==> src/clipped_palette_sprite_blit_unit_defines.svh <==
// Assertion macros shared by the sprite blitter modules.
// Each macro expects signals named clk and rst_n in the enclosing scope.
`ifndef CLIPPED_PALETTE_SPRITE_BLIT_UNIT_DEFINES_SVH
`define CLIPPED_PALETTE_SPRITE_BLIT_UNIT_DEFINES_SVH

// Same-cycle implication.
`define CPSB_ASSERT_NOW(lbl, ante, cons, msg) \
  lbl: assert property (@(posedge clk) disable iff (!rst_n) (ante) |-> (cons)) \
    else $error(msg);

// Next-cycle implication.
`define CPSB_ASSERT_NEXT(lbl, ante, cons, msg) \
  lbl: assert property (@(posedge clk) disable iff (!rst_n) (ante) |=> (cons)) \
    else $error(msg);

`endif

==> src/cpsb_pkg.sv <==
`default_nettype none
package cpsb_pkg;

  // Fixed field widths.
  localparam int IDX_W      = 8;
  localparam int PIX_W      = 16;
  localparam int COORD_W    = 10;
  localparam int DIM_W      = 11;
  localparam int ADDR_W     = 17;
  localparam int CFG_IDX_W  = 3;
  localparam int CFG_DATA_W = 11;

  // Largest image dimension.
  localparam logic [DIM_W-1:0] DIM_MAX = 11'd1024;

  // RGB555 blend masks.
  localparam logic [PIX_W-1:0] HALF_MASK = 16'h3DEF;
  localparam logic [PIX_W-1:0] QTR_MASK  = 16'h1CE7;

  // Item kinds.
  localparam logic KIND_LOAD  = 1'b0;
  localparam logic KIND_PIXEL = 1'b1;

  // Configuration register indexes.
  localparam logic [CFG_IDX_W-1:0] REG_POS_X      = 3'd0;
  localparam logic [CFG_IDX_W-1:0] REG_POS_Y      = 3'd1;
  localparam logic [CFG_IDX_W-1:0] REG_IMG_WIDTH  = 3'd2;
  localparam logic [CFG_IDX_W-1:0] REG_IMG_HEIGHT = 3'd3;
  localparam logic [CFG_IDX_W-1:0] REG_TRANSP     = 3'd4;
  localparam logic [CFG_IDX_W-1:0] REG_BLEND      = 3'd5;

  // Per-item state handed from the clip stage to the output stage.
  typedef struct packed {
    logic               draw;
    logic               last;
    logic [COORD_W-1:0] sx;
    logic [COORD_W-1:0] sy;
    logic [PIX_W-1:0]   dest_old;
  } s1_t;

  // 75 percent new color plus 25 percent old color, per RGB555 channel.
  function automatic logic [PIX_W-1:0] blend_75_25(input logic [PIX_W-1:0] new_c,
                                                   input logic [PIX_W-1:0] old_c);
    logic [PIX_W-1:0] half;
    half = (new_c >> 1) & HALF_MASK;
    return ((old_c >> 2) & QTR_MASK) + half + ((half >> 1) & QTR_MASK);
  endfunction

endpackage
`default_nettype wire

==> src/cpsb_if.sv <==
`default_nettype none
// Input channel: palette loads and source pixels.
interface cpsb_in_if import cpsb_pkg::*; ();
  logic             valid;
  logic             ready;
  logic             kind;
  logic [IDX_W-1:0] color_index;
  logic [PIX_W-1:0] pal_value;
  logic [PIX_W-1:0] dest_old;

  modport source (output valid, kind, color_index, pal_value, dest_old, input ready);
  modport sink   (input valid, kind, color_index, pal_value, dest_old, output ready);
endinterface

// Result channel: frame-buffer writes.
interface cpsb_out_if import cpsb_pkg::*; ();
  logic              valid;
  logic              ready;
  logic              write_enable;
  logic [ADDR_W-1:0] fb_address;
  logic [PIX_W-1:0]  pixel_value;
  logic              last_pixel;

  modport source (output valid, write_enable, fb_address, pixel_value, last_pixel,
                  input ready);
  modport sink   (input valid, write_enable, fb_address, pixel_value, last_pixel,
                  output ready);
endinterface
`default_nettype wire

==> src/cpsb_out_stage.sv <==
`default_nettype none
`include "clipped_palette_sprite_blit_unit_defines.svh"
module cpsb_out_stage import cpsb_pkg::*; #(
  parameter int SCREEN_WIDTH     = 320,
  parameter int LINE_TABLE_WORDS = 256
) (
  input  wire logic       clk,
  input  wire logic       rst_n,
  input  wire logic       blend_mode,
  input  wire logic       s1_valid,
  input  wire s1_t        s1,
  input  wire logic [PIX_W-1:0] pal_color,
  output logic            s1_ready,
  cpsb_out_if.source      out_item
);

  localparam int SW_W  = $clog2(SCREEN_WIDTH + 1);
  localparam int SUM_W = COORD_W + SW_W + 2;

  logic              out_valid_r, out_valid_nxt;
  logic              we_r;
  logic [ADDR_W-1:0] addr_r;
  logic [PIX_W-1:0]  value_r;
  logic              last_r;
  logic              take;
  logic [SUM_W-1:0]  addr_full;
  logic [PIX_W-1:0]  color;

  // The result register may be refilled when empty or when being drained.
  assign s1_ready = !out_valid_r || out_item.ready;
  assign take     = s1_valid && s1_ready;

  // Address: line table offset plus row times pitch plus column.
  assign addr_full = SUM_W'(LINE_TABLE_WORDS)
                   + SUM_W'(s1.sy) * SUM_W'(SCREEN_WIDTH)
                   + SUM_W'(s1.sx);

  // Opaque copy or 75/25 blend with the old word.
  assign color = blend_mode ? blend_75_25(pal_color, s1.dest_old) : pal_color;

  always_comb begin
    out_valid_nxt = out_valid_r;
    if (take) begin
      out_valid_nxt = 1'b1;
    end else if (out_item.ready) begin
      out_valid_nxt = 1'b0;
    end
  end

  always_ff @(posedge clk) begin
    if (!rst_n) begin
      out_valid_r <= 1'b0;
    end else begin
      out_valid_r <= out_valid_nxt;
    end
  end

  // Result payload; skipped pixels and loads give zero address and value.
  always_ff @(posedge clk) begin
    if (take) begin
      we_r    <= s1.draw;
      addr_r  <= s1.draw ? addr_full[ADDR_W-1:0] : '0;
      value_r <= s1.draw ? color : '0;
      last_r  <= s1.last;
    end
  end

  assign out_item.valid        = out_valid_r;
  assign out_item.write_enable = we_r;
  assign out_item.fb_address   = addr_r;
  assign out_item.pixel_value  = value_r;
  assign out_item.last_pixel   = last_r;

  `CPSB_ASSERT_NOW(a_skip_zero, out_valid_r && !we_r, addr_r == '0 && value_r == '0, "skipped item carries data")
  `CPSB_ASSERT_NEXT(a_nodraw_nowe, take && !s1.draw, !we_r, "write enable on a skipped item")
  `CPSB_ASSERT_NEXT(a_last_kept, take && s1.last, last_r && out_valid_r, "last mark lost")

endmodule
`default_nettype wire

==> src/clipped_palette_sprite_blit_unit.sv <==
// Channel | Dir | Payload                                         | Handshake
// in_item | in  | kind, color_index, pal_value, dest_old           | valid/ready
// out_item| out | write_enable, fb_address, pixel_value, last_pixel| valid/ready
// cfg_*   | in  | cfg_index, cfg_data                             | cfg_we, no wait
//
// One item is accepted per clock while in_item.ready is high; each result is registered
// first in the palette read and clip registers, which feed the address multiply and
// blend, then in the result register.
// Synchronous active-low reset clears both counters and all valid bits, sets the image size
// config to 1 and clears the rest of it; the palette is undefined until loaded.
// in_item.ready falls only while both pipeline registers are full and out_item stalls.
`default_nettype none
`include "clipped_palette_sprite_blit_unit_defines.svh"
module clipped_palette_sprite_blit_unit import cpsb_pkg::*; #(
  parameter int SCREEN_WIDTH     = 320,
  parameter int SCREEN_HEIGHT    = 224,
  parameter int LINE_TABLE_WORDS = 256
) (
  input  wire logic                  clk,
  input  wire logic                  rst_n,
  input  wire logic                  cfg_we,
  input  wire logic [CFG_IDX_W-1:0]  cfg_index,
  input  wire logic [CFG_DATA_W-1:0] cfg_data,
  cpsb_in_if.sink                    in_item,
  cpsb_out_if.source                 out_item
);

  // Configuration registers.
  logic [DIM_W-1:0] pos_x_r, pos_y_r, img_w_r, img_h_r;
  logic [IDX_W-1:0] transp_r;
  logic             blend_r;

  // Image position counters.
  logic [COORD_W-1:0] col_r, col_nxt, row_r, row_nxt;

  // Clip stage register and palette memory.
  logic             s1_valid_r, s1_valid_nxt;
  s1_t              s1_r, s1_nxt;
  logic [PIX_W-1:0] pal_mem [0:(1 << IDX_W)-1];
  logic [PIX_W-1:0] pal_rd_r;

  logic               s1_ready, in_fire, is_pixel;
  logic signed [DIM_W:0] sx_full, sy_full;
  logic               vis_x, vis_y;
  logic [DIM_W-1:0]   w_eff, h_eff, col_inc, row_inc;
  logic               col_end, row_end;

  // Configuration writes.
  always_ff @(posedge clk) begin
    if (!rst_n) begin
      pos_x_r  <= '0;
      pos_y_r  <= '0;
      img_w_r  <= DIM_W'(1);
      img_h_r  <= DIM_W'(1);
      transp_r <= '0;
      blend_r  <= 1'b0;
    end else if (cfg_we) begin
      case (cfg_index)
        REG_POS_X:      pos_x_r  <= cfg_data;
        REG_POS_Y:      pos_y_r  <= cfg_data;
        REG_IMG_WIDTH:  img_w_r  <= cfg_data;
        REG_IMG_HEIGHT: img_h_r  <= cfg_data;
        REG_TRANSP:     transp_r <= cfg_data[IDX_W-1:0];
        REG_BLEND:      blend_r  <= cfg_data[0];
        default: ;
      endcase
    end
  end

  assign in_item.ready = !s1_valid_r || s1_ready;
  assign in_fire       = in_item.valid && in_item.ready;
  assign is_pixel      = in_item.kind == KIND_PIXEL;

  // Screen position of the current pixel and the clip test.
  assign sx_full = $signed({pos_x_r[DIM_W-1], pos_x_r}) + $signed({2'b00, col_r});
  assign sy_full = $signed({pos_y_r[DIM_W-1], pos_y_r}) + $signed({2'b00, row_r});
  assign vis_x   = !sx_full[DIM_W] && (sx_full[DIM_W-1:0] < DIM_W'(SCREEN_WIDTH));
  assign vis_y   = !sy_full[DIM_W] && (sy_full[DIM_W-1:0] < DIM_W'(SCREEN_HEIGHT));

  // Image dimensions clamped to 1..1024.
  assign w_eff = (img_w_r == '0) ? DIM_W'(1) : ((img_w_r > DIM_MAX) ? DIM_MAX : img_w_r);
  assign h_eff = (img_h_r == '0) ? DIM_W'(1) : ((img_h_r > DIM_MAX) ? DIM_MAX : img_h_r);
  assign col_inc = {1'b0, col_r} + DIM_W'(1);
  assign row_inc = {1'b0, row_r} + DIM_W'(1);
  assign col_end = col_inc >= w_eff;
  assign row_end = row_inc >= h_eff;

  // Raster counters advance on pixels only.
  always_comb begin
    col_nxt = col_r;
    row_nxt = row_r;
    if (in_fire && is_pixel) begin
      if (col_end) begin
        col_nxt = '0;
        row_nxt = row_end ? '0 : row_inc[COORD_W-1:0];
      end else begin
        col_nxt = col_inc[COORD_W-1:0];
      end
    end
  end

  // Clip stage payload.
  always_comb begin
    s1_nxt.draw     = is_pixel && vis_x && vis_y && (in_item.color_index != transp_r);
    s1_nxt.last     = is_pixel && col_end && row_end;
    s1_nxt.sx       = sx_full[COORD_W-1:0];
    s1_nxt.sy       = sy_full[COORD_W-1:0];
    s1_nxt.dest_old = in_item.dest_old;
  end

  always_comb begin
    s1_valid_nxt = s1_valid_r;
    if (in_fire) begin
      s1_valid_nxt = 1'b1;
    end else if (s1_ready) begin
      s1_valid_nxt = 1'b0;
    end
  end

  always_ff @(posedge clk) begin
    if (!rst_n) begin
      col_r      <= '0;
      row_r      <= '0;
      s1_valid_r <= 1'b0;
    end else begin
      col_r      <= col_nxt;
      row_r      <= row_nxt;
      s1_valid_r <= s1_valid_nxt;
    end
  end

  always_ff @(posedge clk) begin
    if (in_fire) begin
      s1_r <= s1_nxt;
    end
  end

  // Palette memory: written by loads, read by every accepted item.
  always_ff @(posedge clk) begin
    if (in_fire && !is_pixel) begin
      pal_mem[in_item.color_index] <= in_item.pal_value;
    end
  end

  always_ff @(posedge clk) begin
    if (in_fire) begin
      pal_rd_r <= pal_mem[in_item.color_index];
    end
  end

  // Address, color and result register.
  cpsb_out_stage #(
    .SCREEN_WIDTH     (SCREEN_WIDTH),
    .LINE_TABLE_WORDS (LINE_TABLE_WORDS)
  ) u_out (
    .clk        (clk),
    .rst_n      (rst_n),
    .blend_mode (blend_r),
    .s1_valid   (s1_valid_r),
    .s1         (s1_r),
    .pal_color  (pal_rd_r),
    .s1_ready   (s1_ready),
    .out_item   (out_item)
  );

  `CPSB_ASSERT_NEXT(a_load_holds_pos, in_fire && !is_pixel, $stable(col_r) && $stable(row_r), "palette load moved the counters")
  `CPSB_ASSERT_NEXT(a_wrap_at_last, in_fire && s1_nxt.last, col_r == '0 && row_r == '0, "counters not cleared after last pixel")
  `CPSB_ASSERT_NOW(a_draw_on_screen, s1_valid_r && s1_r.draw, s1_r.sx < COORD_W'(SCREEN_WIDTH - 1) || s1_r.sx == COORD_W'(SCREEN_WIDTH - 1), "drawn pixel off screen")

endmodule
`default_nettype wire
==> src/flat_wrapper.sv <==
// flat-port wrapper written by rule: the top's interface ports become plain ports
module clipped_palette_sprite_blit_unit_flat import cpsb_pkg::*;
#(
  parameter int SCREEN_WIDTH     = 320,
  parameter int SCREEN_HEIGHT    = 224,
  parameter int LINE_TABLE_WORDS = 256
)
  (clk, rst_n, cfg_we, cfg_index, cfg_data, in_item_valid, in_item_kind, in_item_color_index, in_item_pal_value, in_item_dest_old, in_item_ready, out_item_valid, out_item_write_enable, out_item_fb_address, out_item_pixel_value, out_item_last_pixel, out_item_ready);
  cpsb_in_if in_item_i ();
  cpsb_out_if out_item_i ();
  input  wire logic clk;
  input  wire logic rst_n;
  input  wire logic cfg_we;
  input  wire logic [CFG_IDX_W-1:0] cfg_index;
  input  wire logic [CFG_DATA_W-1:0] cfg_data;
  input wire logic [$bits(in_item_i.valid)-1:0] in_item_valid;
  input wire logic [$bits(in_item_i.kind)-1:0] in_item_kind;
  input wire logic [$bits(in_item_i.color_index)-1:0] in_item_color_index;
  input wire logic [$bits(in_item_i.pal_value)-1:0] in_item_pal_value;
  input wire logic [$bits(in_item_i.dest_old)-1:0] in_item_dest_old;
  output wire logic [$bits(in_item_i.ready)-1:0] in_item_ready;
  output wire logic [$bits(out_item_i.valid)-1:0] out_item_valid;
  output wire logic [$bits(out_item_i.write_enable)-1:0] out_item_write_enable;
  output wire logic [$bits(out_item_i.fb_address)-1:0] out_item_fb_address;
  output wire logic [$bits(out_item_i.pixel_value)-1:0] out_item_pixel_value;
  output wire logic [$bits(out_item_i.last_pixel)-1:0] out_item_last_pixel;
  input wire logic [$bits(out_item_i.ready)-1:0] out_item_ready;
  assign in_item_i.valid = in_item_valid;
  assign in_item_i.kind = in_item_kind;
  assign in_item_i.color_index = in_item_color_index;
  assign in_item_i.pal_value = in_item_pal_value;
  assign in_item_i.dest_old = in_item_dest_old;
  assign in_item_ready = in_item_i.ready;
  assign out_item_valid = out_item_i.valid;
  assign out_item_write_enable = out_item_i.write_enable;
  assign out_item_fb_address = out_item_i.fb_address;
  assign out_item_pixel_value = out_item_i.pixel_value;
  assign out_item_last_pixel = out_item_i.last_pixel;
  assign out_item_i.ready = out_item_ready;
  clipped_palette_sprite_blit_unit #(.SCREEN_WIDTH(SCREEN_WIDTH), .SCREEN_HEIGHT(SCREEN_HEIGHT), .LINE_TABLE_WORDS(LINE_TABLE_WORDS)) u_core (.clk(clk), .rst_n(rst_n), .cfg_we(cfg_we), .cfg_index(cfg_index), .cfg_data(cfg_data), .in_item(in_item_i), .out_item(out_item_i));
endmodule
==> config.mk <==
export PLATFORM = sky130hd
export DESIGN_NAME = clipped_palette_sprite_blit_unit_flat
export DESIGN_NICKNAME = d
export VERILOG_FILES = /design/src/cpsb_pkg.sv /design/src/cpsb_if.sv /design/src/cpsb_out_stage.sv /design/src/clipped_palette_sprite_blit_unit.sv /design/src/flat_wrapper.sv
export VERILOG_INCLUDE_DIRS = /design/src /design/src/src
export SDC_FILE = /design/constraint.sdc
export NUM_CORES = 2
export LEC_CHECK = 0
export ABC_AREA = 1
export BUFFER_PORTS_ARGS = -buffer_cell sky130_fd_sc_hd__buf_2
export CORE_ASPECT_RATIO = 0.5
export CORE_MARGIN = 2
export CORE_UTILIZATION = 52
export CTS_CLUSTER_DIAMETER = 200
export DETAILED_ROUTE_END_ITERATION = 6
export GPL_ROUTABILITY_DRIVEN = 0
export HOLD_SLACK_MARGIN = 0.05
export PLACE_DENSITY = 0.64
export SLEW_MARGIN = 40
export SYNTH_ARGS = -nofsm -noshare
export SYNTH_HDL_FRONTEND = slang
export SYNTH_SLANG_ARGS = --single-unit
export TNS_END_PERCENT = 5
==> constraint.sdc <==
create_clock -name clk -period 4.35 [get_ports clk]
set_input_delay 0.2175 -clock clk [delete_from_list [all_inputs] [get_ports clk]]
set_output_delay 0.2175 -clock clk [all_outputs]
set_load 0.01 [all_outputs]
==> metrics.txt <==
status complete, no violations; Setup CP Type in -> reg; Max Transition Viols Final 0; maximum root-to-sink buffer count 4; total standard cell area after synthesis 168000 sq um; maximum level of the CTS H-tree 5; First-pass DRT Iterations 6; origin of the worst min-delay path out_item_ready; Pwr Density 438 nW/um^2; launch point of the worst reg-to-reg path u_core.col_r[0]; final worst path period share 80.2%; post-CTS setup repair buffer count 0; leakage power summed over all cells approximately 69 nW; count of fill cells added during filler insertion 25047; adder-cell share of the synthesized area less than 1%; Worst EP arrival 4.30 ns; switching fraction of total power between 20 and 25%; starting density of the core a little over half; Antenna Violating Nets Remaining 0; kind of launch point of the worst setup path input pin; Multi-input gate area 37200 sq um; number of placed I/O pins 97; net count of the mapped netlist 13851; routed via count divided by cell count between 5 and 6; nature of the critical path endpoint flop; sequential element share of the synthesized area 75.7%; number of hold violations in the final report 0; count of distinct cell types in the synthesized netlist 42; final critical-path setup slack around 0.86 ns; Area Growth Syn to Fin 13.5%; count of mapped cells out of synthesis around 14000; clock power share 39.1%; standard cell core area ~320000 sq um; maximum number of pins on one net before global-route repair 116; Chip Width 807 um; maximum clock frequency 287 MHz; design internal power about 64 mW; total DRC errors in the routed layout 0; remaining max-slew budget at the tightest pin 35.0%; Detail Placement HPWL 306 mm; commonest non-fill, non-tap cell in the layout nand2_1; sink count of the clock tree approximately 4300; Worst Hold Margin approximately 0.16 ns; Detailed Route WL 506 mm; sequential standard cell area 127000 sq um; Crit Path Max Fanout 9; share of post-route cells with drive strength above 1 approximately a tenth; fraction of power consumed by sequential logic 54.3%; RSZ-0062 raised after global routing false; Worst Setup SP in_item_color_index[6]; Final nets roughly 14000; Die Height roughly 410 um; hold_buf cts between 60 and 70; multiplexer area fraction after synthesis 0.0119%; clock-pin slew on the worst setup and hold paths 0.07 ns; total via count in the routed design 110620; row count 147; Setup Total Neg Slack 0 ns; CTS resizes 0; vias in the first global route 103212; Setup Skew 0.0430 ns; source-to-sink clock delay at the later pin of the worst-skew pair 0.96 ns; Avg Cell Area, Syn 12.2 sq um; share of the synthesized area in compound gates (AO/OA/AOI/OAI) 3.17%; Final min period 3.49 ns; synthesis-stage register bit count roughly 4300; Max IR drop VDD 0.376 mV; worst path required time 5.16 ns; total clock buffers created by CTS 374; pre-CTS setup slack 0.374 ns; input/output buffers 89; R2R depth 17; wire length of the first global-routing pass 721 mm; setup violation total in the final timing report 0; top library cells by usage in the layout, fill and taps aside nand2_1, edfxtp_1, nor2_1; CTS tree yes; Overall Global Routing Usage between 30% and 40%; slew at the pin with the worst max-slew slack between 0.9 and 1 ns; clk root buf clkbuf_16; number of cells traversed by the worst hold path 5; share of power burned in combinational logic under 10%; number of warning messages in the yosys log 0; gr ovfl total 0; detailed-route wire length per cell 26.7 um; DRT iter0 DRCs 16150; net switching power of the design 19.1 mW; parity-gate share of the synthesized area counting xor and xnor cells 0.225%; Max Cap Violations 0; final core utilization about three fifths; antenna violations before repair 27; combinational family with the most area after synthesis simple AND/OR/NAND/NOR gates; simple-gate portion of the synthesized area 18.0%; worst hold path type in -> reg; area of the die between 300000 and 400000 sq um
[registers in the layout (all words and copies together) (netlist names)]
signal / count
u_core.img_w_r: 11
u_core.pos_x_r: 11
u_core.pal_mem: 4096
u_core.u_out.out_item.valid: 1
u_core.row_r: 10
u_core.col_r: 10
u_core.blend_r: 1
u_core.img_h_r: 11
u_core.u_out.out_item.fb_address: 17
u_core.s1_valid_r: 1
u_core.u_out.out_item.last_pixel: 1
u_core.s1_r: 31
u_core.pos_y_r: 11
u_core.u_out.out_item.pixel_value: 16
u_core.transp_r: 8
u_core.u_out.out_item.write_enable: 1
u_core.pal_rd_r: 16
[path summary, 6_finish.rpt]
kind	to	slack, ns
worst max-delay path	u_core.pal_rd_r[14]	0.86
worst min-delay path	u_core.u_out.out_item.valid	0.16
worst max register to register	u_core.col_r[0]	1.03
worst min register to register	u_core.u_out.out_item.last_pixel	0.43
[area by class of cell]
class	instances	area share (%)
Tap cell	4321	2.84
Sequential cell	4253	66.7
Multi-Input combinational cell	8604	19.6
Timing Repair Buffer	918	4.49
Clock inverter	198	0.875
Antenna cell	9	0.0118
Clock buffer	464	5.19
Inverter	160	0.338
[metrics by stage]
stage	cells	power (mW)	instance area, sq um
after global routing	18919	85.5	190000
after detailed placement	18186	51.5	178000
final	18927	83.4	190000
after CTS	18913	83.4	190000
after global placement	18173	51.4	178000
after floorplan	13699	48.6	168000
[Yosys cell counts, drive strengths merged]
master   instances  area [sq um]
nor2           770          2920
nor4             4          25.0
edfxtp        4178        125000
nand4          577          3610
xor2            31           272
o31ai            1          7.51
inv            156           588
nand2         5993         22500
o21ai          386          1930
a21o             3          22.5
a22oi          284          2130
o21a             2          15.0
o21bai           1          7.51
clkinv           4          15.0
a31oi            2          12.5
nand3b           2          15.0
ha              76           951
dfxtp           75          1500
and3             1          6.26
a211oi           1          7.51
fa              16           320
clkbuf         297          1110
nor3             9          45.0
or2              6          37.5
nor3b            1          7.51
o2111ai          2          17.5
a21boi           2          15.0
buf            385          1910
mux2i            2          20.0
a21oi          229          1150
xnor2           12           105
nand3          191           956
[metal layers]
metal	routed length [um]	share of wire [%]	vias up	track usage (%)
met4	16500	3.3	14	9.02
met1	200000	39	54474	43.4
met5	335	0.066	-	0.545
met3	62900	12	910	7.37
met2	226000	45	6305	46.4
li1	-	-	48917	-
[power by group through the flow]
| stage | Combinational [mW] | Clock, mW | Sequential (mW) |
|---|---|---|---|
| after floorplan | 2.55 | 0 | 46.1 |
| after global placement | 5.22 | 0 | 46.2 |
| after detailed placement | 5.36 | 0 | 46.2 |
| after CTS | 5.43 | 32.8 | 45.3 |
| after global routing | 5.90 | 34.3 | 45.3 |
| final | 5.53 | 32.6 | 45.3 |
[kinds of logic after synthesis]
logic type / count (synthesis)
AO/OA/AOI/OAI: 913
buffers and inverters: 842
adder cells (fa/ha/maj): 92
multiplexers: 2
flip-flops: 4253
AND/OR/NAND/NOR: 7554
XOR/XNOR: 43
[worst max-delay path, stage by stage]
cell and delay, ns:
dlygate4sd3_1 0.55, buf_2 0.25, nor2_2 0.46, inv_2 0.25, nor2_1 0.49, clkinv_1 0.47, nor2_1 0.45, nor2_1 0.18
nand2_1 0.14, nor2_2 0.14, nand3_1 0.11, dlygate4sd3_1 0.56
(Power assumes the default switching activity.)
